### src/hdl/rasc_pkg.sv
// Package for the rational add/sub/compare/reduce core: widths, codes, types.
// No dependencies.
package rasc_pkg;
  localparam int unsigned NUM_WIDTH = 64;
  localparam int unsigned DEN_WIDTH = 32;
  localparam int unsigned RDEN_WIDTH = DEN_WIDTH - 1;
  localparam int unsigned CNT_WIDTH = $clog2(NUM_WIDTH + 1);

  typedef enum logic [1:0] {
    KIND_MAKE = 2'd0,
    KIND_ADD  = 2'd1,
    KIND_SUB  = 2'd2,
    KIND_CMP  = 2'd3
  } kind_e;

  typedef enum logic [1:0] {
    ORD_LESS    = 2'd0,
    ORD_EQUAL   = 2'd1,
    ORD_GREATER = 2'd2
  } order_e;

  typedef struct packed {
    logic [1:0]           kind;
    logic [NUM_WIDTH-1:0] a_num;
    logic [DEN_WIDTH-1:0] a_den;
    logic [NUM_WIDTH-1:0] b_num;
    logic [DEN_WIDTH-1:0] b_den;
  } in_beat_t;

  typedef struct packed {
    logic [NUM_WIDTH-1:0]  res_num;
    logic [RDEN_WIDTH-1:0] res_den;
    logic [1:0]            order;
  } out_beat_t;

  // Request and reply between the sequencer and the shared divider.
  typedef struct packed {
    logic                 start;
    logic [NUM_WIDTH-1:0] dividend;
    logic [NUM_WIDTH-1:0] divisor;
  } div_req_t;

  typedef struct packed {
    logic                 done;
    logic [NUM_WIDTH-1:0] quot;
    logic [NUM_WIDTH-1:0] rem;
  } div_rsp_t;
endpackage

### src/hdl/rasc_div.sv
// Radix-2 restoring unsigned divider, one quotient bit per cycle.
// Depends on rasc_pkg.
module rasc_div import rasc_pkg::*; (
  input  logic     clk_i,
  input  logic     rst_ni,
  input  div_req_t req_i,
  output div_rsp_t rsp_o
);
  logic [NUM_WIDTH-1:0] quot_q, quot_d, rem_q, rem_d, dvs_q, dvs_d;
  logic [CNT_WIDTH-1:0] cnt_q, cnt_d;
  logic                 busy_q, busy_d, done_q, done_d;
  logic [NUM_WIDTH:0]   trial;
  logic [NUM_WIDTH:0]   diff;

  assign trial = {rem_q, quot_q[NUM_WIDTH-1]};
  assign diff  = trial - {1'b0, dvs_q};

  always_comb begin
    quot_d = quot_q;
    rem_d  = rem_q;
    dvs_d  = dvs_q;
    cnt_d  = cnt_q;
    busy_d = busy_q;
    done_d = 1'b0;
    if (req_i.start) begin
      quot_d = req_i.dividend;
      rem_d  = '0;
      dvs_d  = req_i.divisor;
      cnt_d  = CNT_WIDTH'(NUM_WIDTH);
      busy_d = 1'b1;
    end else if (busy_q) begin
      if (!diff[NUM_WIDTH]) begin
        rem_d  = diff[NUM_WIDTH-1:0];
        quot_d = {quot_q[NUM_WIDTH-2:0], 1'b1};
      end else begin
        rem_d  = trial[NUM_WIDTH-1:0];
        quot_d = {quot_q[NUM_WIDTH-2:0], 1'b0};
      end
      cnt_d = cnt_q - 1'b1;
      if (cnt_q == CNT_WIDTH'(1)) begin
        busy_d = 1'b0;
        done_d = 1'b1;
      end
    end
  end

  always_ff @(posedge clk_i or negedge rst_ni) begin
    if (!rst_ni) begin
      busy_q <= 1'b0;
      done_q <= 1'b0;
      cnt_q  <= '0;
    end else begin
      busy_q <= busy_d;
      done_q <= done_d;
      cnt_q  <= cnt_d;
    end
  end

  always_ff @(posedge clk_i) begin
    quot_q <= quot_d;
    rem_q  <= rem_d;
    dvs_q  <= dvs_d;
  end

  assign rsp_o.done = done_q;
  assign rsp_o.quot = quot_q;
  assign rsp_o.rem  = rem_q;

  a_done_after_busy: assert property (@(posedge clk_i) disable iff (!rst_ni)
    done_q |-> $past(busy_q)) else $error("divider done without busy");
  a_no_restart: assert property (@(posedge clk_i) disable iff (!rst_ni)
    done_q |-> !busy_q) else $error("divider busy at done");
  a_cnt_zero_idle: assert property (@(posedge clk_i) disable iff (!rst_ni)
    (!busy_q && !req_i.start) |=> !busy_q) else $error("divider started itself");
endmodule

### config.mk
export PLATFORM = sky130hd
export DESIGN_NAME = rasc_div
export DESIGN_NICKNAME = d
export VERILOG_FILES = /design/src/hdl/rasc_pkg.sv /design/src/hdl/rasc_div.sv
export SDC_FILE = /design/constraint.sdc
export NUM_CORES = 1
export LEC_CHECK = 0
export BUFFER_PORTS_ARGS = -buffer_cell sky130_fd_sc_hd__buf_2
export CORE_MARGIN = 1
export CORE_UTILIZATION = 50
export DETAILED_ROUTE_END_ITERATION = 16
export GPL_ROUTABILITY_DRIVEN = 1
export PLACE_DENSITY = 0.85
export REMOVE_ABC_BUFFERS = 1
export SYNTH_ARGS = -nofsm -noshare
export SYNTH_HDL_FRONTEND = slang
export SYNTH_SLANG_ARGS = --single-unit
### constraint.sdc
create_clock -name clk_i -period 3.9 [get_ports clk_i]
set_clock_uncertainty 0.2 [all_clocks]
set_input_delay 0.585 -clock clk_i [delete_from_list [all_inputs] [get_ports clk_i]]
set_output_delay 0.585 -clock clk_i [all_outputs]
set_load 0.05 [all_outputs]
==> run summary, run 1 <==
The number of enable flip-flop cells after synthesis is 128. The count of port buffers added during placement is 259. The initial core utilization is 51.2%. The worst hold-check slack is 0.0189 ns. In the synthesized netlist the async set-or-reset flop fraction comes to 4.48%. The via count of the first global-routing pass is 10,400. The repair_antennas step left the layout with diodes totalling 0. The net switching component of the power came out at 5.78 mW. The leakage power figure is 6.44 nW. The switching fraction of total power is 47.1%.

The floorplan step set the die height to 157 um. Combinational logic burns 54.0% of the power. The count of cell types in the netlist is 67.

The headroom to the max-slew limit is 40.3%. The number of hold violations in the final report was 0. The cell sitting at the root of the clock tree is a clkbuf_16. The power density relative to cell area is 841 nW/um2. The clock tree from TritonCTS is yes. The number of cells after detailed placement is 1,802. The final period demand of the worst path came out at 3.74 ns. The final critical-path share of the clock period is 96.0%. The die outline area is 24,700 um2.

Setup violations remaining at the end of the flow were counted as 0. The number of standard cells in the final layout excluding fillers is 1,848. The worst-skew pair later-pin latency is 0.54 ns. The initial antenna violation count was 1. Max-cap violations in this run came to 0.

The run finished with clean final reports. The area share of the leading cell type in the synthesized netlist is 31.9%. The slew of the pin with the lowest slew margin came out at 0.895 ns.

The min-delay analysis places its worst path in the category input pin to flip-flop. The total core area came out at 23,500 um2. The first global-routing pass estimated 52,300 um of wire.

The cell area after technology mapping is 12,100 um2. For the worst setup path, the data arrival time is 3.98 ns. Leaving out fill and tap cells, the most frequent cell in the layout is buf_2.

The number of buffers created by CTS came out at 23. For this run, design rule violations remaining after detail routing come to 0. The proportion of power drawn by flip-flops and latches is 26.4%. The max-slew violation count came out at 0. The timing-limited maximum frequency is 0.267 GHz.

The clock-pin slew on the worst setup and hold paths is 0.06 ns. The detailed-route wire length is 33,500 um. After synthesis, the cell types taking the most area are edfxtp_1, dfxtp_1, ha_1. The count of yosys warnings during synthesis came out at 0.

The net total in the final layout came out at 1,710. The layout-stage area growth over the synthesis result is 21.0%. The top cell types in the final layout, fill and taps aside, are buf_2, nand2_1, edfxtp_1. The routed layout has 10,600 vias. The mean routed wirelength per cell is 18.2 um. The placed wire-length estimate after detailed placement came out at 24,900 um. Internal power comes to 6.50 mW. Across every metal layer, demand over resource in global routing totals 26.7%. The per-cell via count in the routed design came out at 5.75. In the global route stage, met2 resource usage came out at 45.2%.

The global routing stage identified its most utilized layer as met2. Summed over all instances, the cell type with the most area after synthesis is edfxtp_1. The global routing usage on met1 is 33.2%. Across the VDD grid, the largest voltage drop is 0.000466 V. The number of nets with antenna violations after detailed routing came out at 0. Setup repair after global routing left no endpoint under its margin. The number of DRC violations after detailed-routing iteration 0 is 892. Synthesis handed over a netlist of 1,269 instances. The routability congestion estimate from global placement is 0.930. The critical path is of the flip-flop to flip-flop type. The pin count of the biggest net entering global routing is 89. The part of the total power dissipated in the clock network is 19.5%. The largest fanout of any net on the critical path came out at 13. The sequential share of the synthesized area is 44.4%. The number of register bits inferred by synthesis is 201.

The worst-case setup margin in the final layout is 0.157 ns. CTS saw 201 sinks. The post-placement worst setup slack came out at -0.0315 ns. The total chip power came out at 12.3 mW. The worst setup path is captured at a flip-flop. The number of optimization iterations in the first detailed-route pass came out at 5.

Cells fill 62.0% of the core in the end. The level count of the clock H-tree is 1. The mean instance size in the synthesized netlist is 9.50 um2. The fraction of final layout cells with drive strength greater than 1 is 26.2%. For this run, global-route usage on met3 was measured as 5.67%. Measured along the x axis, the die boundary spans 157 um.

The maximum number of buffers from clock root to sink is 3. The row count came out at 56. The critical path launch point type is a flip-flop. The total global routing overflow is 0. For this run, the leading register cell type out of synthesis is edfxtp_1. The data required time of the critical path is 4.14 ns. For this design the top-level I/O count stands at 260.
## registers in the layout (all words and copies together) (netlist names)
name and count:
dvs_q 64, cnt_q 7, quot_q 64, rem_q 64, busy_q 1, done_q 1
## worst max-delay path, stage by stage, from the launching register on
cell       delay (ns)
edfxtp_1         0.34
inv_1            0.05
ha_1             0.23
fa_1             0.39
nand2b_4         0.17
a21oi_4          0.19
o2111ai_4        0.17
a2111oi_4        0.43
o21ai_4          0.12
a2111oi_4        0.33
or3_4            0.21
and2_4           0.20
bufbuf_16        0.29
nand2_1          0.05
a311oi_1         0.26
## routing by layer
layer  part of all wire (%)  vias up  routed length (um)
met5                  0.039        -                  13
met4                    3.7        2                1230
met3                    8.1       79                2710
met1                     41     4978               13600
met2                     48      473               15900
li1                       -     5096                   -
## power groups by stage
stage,clock [mW],combinational (mW),sequential (mW)
after floorplan,0,3.33,4.58
after global placement,0,6.27,3.26
after detailed placement,0,6.38,3.27
after CTS,2.44,6.52,3.24
after global routing,2.52,7.16,3.31
final,2.40,6.64,3.24
## cell type report
type / instances / area (um2)
repair buffers: 287 / 1570
clock buffers: 27 / 601
multi-input cells: 908 / 6090
fillers: 1949 / 8950
flip-flops and latches: 201 / 5350
inverters: 91 / 342
clock inverters: 15 / 238
well taps: 319 / 399
## path summary, 6_finish.rpt
path / from / end / slack, ns / cells after the start
max: quot_q[63] / rem_q[29] / 0.16 / 14
min in group asynchronous: rst_ni / cnt_q[6] / 0.24 / 2
max reg2reg: quot_q[63] / rem_q[29] / 0.16 / 14
min: req_i[12] / dvs_q[12] / 0.02 / 1
max in group asynchronous: rst_ni / busy_q / 3.05 / 2
min reg2reg: rem_q[21] / rem_q[22] / 0.31 / 2
## synthesized netlist by cell type (all sizes together), types with 21 or more instances
cell type	n
nand4	21
o21ai	59
ha	66
a21oi	94
nor3	21
mux2	63
xnor2	33
nand2	155
dfxtp	64
clkbuf	52
nor2	122
a311oi	47
edfxtp	128
xor2	23
inv	91
## logic make-up (layout without fill, tap and decap cells)
family / Yosys count / after routing / share of synthesized area (%)
compound gates: 320 / 320 / 18.2
xor+xnor: 56 / 56 / 4.07
fa+ha+maj: 67 / 67 / 7.01
buf+inv: 161 / 420 / 5.51
flops: 201 / 201 / 44.4
mux: 69 / 69 / 6.38
simple gates: 395 / 396 / 14.5
## timing repair
action	in CTS	in global routing
hold buffers	1	0
buffers inserted	1	0
hold endpoints to repair	9	0
resized for setup	3	5
pin swaps	3	6
setup endpoints to repair	16	64
gates cloned	1	1
## metrics by stage
stage / setup TNS, ns / cell area (um2)
3_5_place_dp: -0.0652 / 13700
5_1_grt: 0 / 14600
6_report: 0 / 14600
3_3_place_gp: 0 / 13700
4_1_cts: 0 / 14600
2_1_floorplan: -60.76 / 11700
No activity file was read; power rests on OpenSTA's default activity.
==> run 2: changes to the inputs <==
--- a/config.mk
+++ b/config.mk
@@ -10,6 +10,7 @@
 export CORE_UTILIZATION = 50
 export DETAILED_ROUTE_END_ITERATION = 16
 export GPL_ROUTABILITY_DRIVEN = 1
+export HOLD_SLACK_MARGIN = 0.1
 export PLACE_DENSITY = 0.85
 export REMOVE_ABC_BUFFERS = 1
 export SYNTH_ARGS = -nofsm -noshare
==> constraint.sdc (replaced) <==
create_clock -name clk_i -period 3.31 [get_ports clk_i]
set_clock_uncertainty 0.2 [all_clocks]
set_input_delay 0.4965 -clock clk_i [delete_from_list [all_inputs] [get_ports clk_i]]
set_output_delay 0.4965 -clock clk_i [all_outputs]
set_load 0.05 [all_outputs]
==> run 2 against run 1 <==
The flow now finishes with violations (negative setup slack). Die area is the same. Largest power group unchanged. Largest cell class unchanged. Hold slack gained 0.13 ns. Register-to-register slack lost 0.72 ns.
==> run summary, run 2 (synthesis results as in run 1) <==
The initial antenna violation count is 0 (was 1). The proportion of power drawn by flip-flops and latches is 23.0% (was 26.4%). The count of port buffers added during placement is 259 (unchanged). The total core area is 23,500 um2 (unchanged).

The fraction of the core area covered by cells at the end of the flow is 73.1% (was 62.0%). The total global routing overflow came to 0 (unchanged). The layout-stage area growth over the synthesis result is 42.8% (was 21.0%).

The final non-filler cell area is 17,200 um2 (was 14,600 um2). The headroom to the max-slew limit is 37.7% (was 40.3%). The critical path's slowest cell is a2111oi_4 (unchanged). The worst-skew pair later-pin latency came to 0.54 ns (about the same). The number of DRC violations after detailed-routing iteration 0 came to 1,101 (was 892).

The number of inserted diodes came out at 0 (unchanged). The fraction of final layout cells with drive strength greater than 1 came out at 32.4% (was 26.2%). The total vias in the final route came out at 12,200 (was 10,600). Cells along the critical path: inv_1, ha_2, fa_2, nand2b_4, a21oi_4, o2111ai_4, a2111oi_4, o21ai_4, a2111oi_4, or3_4, and2_4, buf_12, nand3b_1, a311oi_2 (was inv_1, ha_1, fa_1, nand2b_4, a21oi_4, o2111ai_4, a2111oi_4, o21ai_4, a2111oi_4, or3_4, and2_4, bufbuf_16, nand2_1, a311oi_1). The family with the most delay on the worst path is compound AO/OA/AOI/OAI gates (unchanged).

The critical path launch point type is a flip-flop (unchanged). The initial core utilization came out at 51.2% (unchanged). The clock-pin slew on the worst setup and hold paths was 0.07 ns (was 0.06 ns). The power share of the combinational group is 62.3% (was 54.0%). The height of the die came to 157 um (unchanged). The power density relative to cell area is 945 nW/um2 (was 841 nW/um2). The number of nets with antenna violations after detailed routing is 0 (unchanged). The slew of the pin with the lowest slew margin is 0.934 ns (was 0.895 ns). The routability congestion estimate from global placement was 0.945 (was 0.930).

The total of endpoints with negative setup slack in the final report came out at 65 (was 0). The final critical-path share of the clock period came out at 117% (was 96.0%). The net switching component of the power is 7.62 mW (was 5.78 mW). The mean routed wirelength per cell came out at 19.3 um (was 18.2 um).

The total chip power was 16.3 mW (was 12.3 mW). The net total in the final layout is 1,988 (was 1,710). The worst-case setup margin in the final layout came to -0.558 ns (was 0.157 ns). The worst path arrival time is 4.10 ns (was 3.98 ns). The worst hold-check slack is 0.148 ns (was 0.0189 ns). The setup TNS came to -27.78 ns (was 0 ns). The via count of the first global-routing pass is 12,100 (was 10,400).

The clock root buffer is clkbuf_16 (unchanged). Largest registers: dvs_q (64), quot_q (64), rem_q (64) (unchanged). The die outline area came out at 24,700 um2 (unchanged). Commonest cells after routing, fill and taps aside: buf_2, buf_4, nand2_1 (was buf_2, nand2_1, edfxtp_1). The timing-limited maximum frequency is 0.259 GHz (was 0.267 GHz).

The level count of the clock H-tree is 1 (unchanged). The data required time of the critical path is 3.54 ns (was 4.14 ns). The kind of critical path is flip-flop to flip-flop (unchanged). The final period demand of the worst path is 3.87 ns (was 3.74 ns).

The max-slew violation count is 0 (unchanged). The post-placement worst setup slack was -0.535 ns (was -0.0315 ns). The part of the total power dissipated in the clock network was 14.7% (was 19.5%). The row count came out at 56 (unchanged). The maximum number of buffers from clock root to sink came out at 3 (unchanged). The die width is 157 um (unchanged). The total routing resource utilization after global routing is 32.0% (was 26.7%).

The largest fanout of any net on the critical path is 12 (was 13). The number of buffers created by CTS is 23 (unchanged). The leakage power figure is 7.78 nW (was 6.44 nW). The critical path buffer and inverter count is 2 (unchanged).

The number of cells after detailed placement is 1,936 (was 1,802). The per-cell via count in the routed design is 5.74 (was 5.75). Result of the run: finished, violations left (was complete, no violations). The delay of the slowest cell on the worst path was 0.45 ns (was 0.43 ns). The residual DRC count is 0 (unchanged). The leading cell type in the layout, fill and taps excluded is buf_2 (unchanged). The number of clock sinks seen by CTS came out at 201 (unchanged). The global-route wire length before repair came out at 62,000 um (was 52,300 um). The internal power component is 8.65 mW (was 6.50 mW). The cell repeated most along the worst path is a2111oi_4 (unchanged).

The detailed-route wire length is 41,000 um (was 33,500 um). The number of standard cells in the final layout excluding fillers is 2,126 (was 1,848). The number of optimization iterations in the first detailed-route pass was 5 (unchanged). The max capacitance violation total came out at 0 (unchanged). Setup repair after global routing missed its margin: yes (was no). The top-level I/O count came out at 260 (unchanged).

The pin count of the biggest net entering global routing came out at 177 (was 89). The path type of the worst min-delay path is input pin to flip-flop (unchanged). The cell area after placement is 14,700 um2 (was 13,700 um2). The clock tree from TritonCTS is yes (unchanged).

The peak ir drop on the vdd network is 0.000606 V (was 0.000466 V). The checks that failed: negative setup slack. The number of hold violations in the final report came out at 0 (unchanged). The placed wire-length estimate after detailed placement came out at 26,800 um (was 24,900 um).

The switching fraction of total power is 46.8% (was 47.1%). The category of the worst setup path capture point is a flip-flop (unchanged).
==> run 2: cell count changes in the layout (fill, tap and decap cells not counted), sizes merged, moves of 3 or more <==
cell | previous run | this run
buf | 285 | 437
bufinv | 6 | 0
clkbuf | 27 | 36
clkinv | 8 | 5
dlygate4sd3 | 1 | 127
==> run 2: final cells by class <==
cell class,count,area (um2)
clock buffers,34,627
multi-input cells,907,6310
clock inverters,8,60.1
repair buffers,566,4120
inverters,91,342
fillers,1616,6330
well taps,319,399
flip-flops and latches,201,5350
==> run 2: worst paths after layout <==
| check | start | to | slack, ns | cells past startpoint |
|---|---|---|---|---|
| max | quot_q[63] | rem_q[53] | -0.56 | 14 |
| min | req_i[76] | quot_q[12] | 0.15 | 2 |
| max reg2reg | quot_q[63] | rem_q[53] | -0.56 | 14 |
| min reg2reg | rem_q[30] | rem_q[31] | 0.32 | 2 |
| max in group asynchronous | rst_ni | busy_q | 2.55 | 2 |
| min in group asynchronous | rst_ni | done_q | 0.16 | 2 |
==> run 2: timing repair <==
item / in CTS / in global routing
setup endpoints to repair: 65 / 65
resized for setup: 30 / 43
endpoints found under the hold margin: 135 / 0
setup buffers: 10 / 8
hold buffers: 127 / 0
gates cloned: 2 / 2
pin swaps: 26 / 31
==> run 2: metal layers <==
metal  vias up  GRT usage, %  part of all wire (%)
met3       143          6.33                   8.7
met2       699          55.1                    48
met5         -             0                     0
li1       5651             -                     -
met1      5720          38.3                    38
met4         0          15.0                   4.8
==> run 2: power groups by stage <==
stage	combinational (mW)	clock (mW)	sequential [mW]
floorplan	3.92	0	5.40
global placement	8.73	0	3.72
detailed placement	8.92	0	3.75
CTS	9.47	2.42	3.71
global route	10.7	2.51	3.80
finish	10.1	2.39	3.74
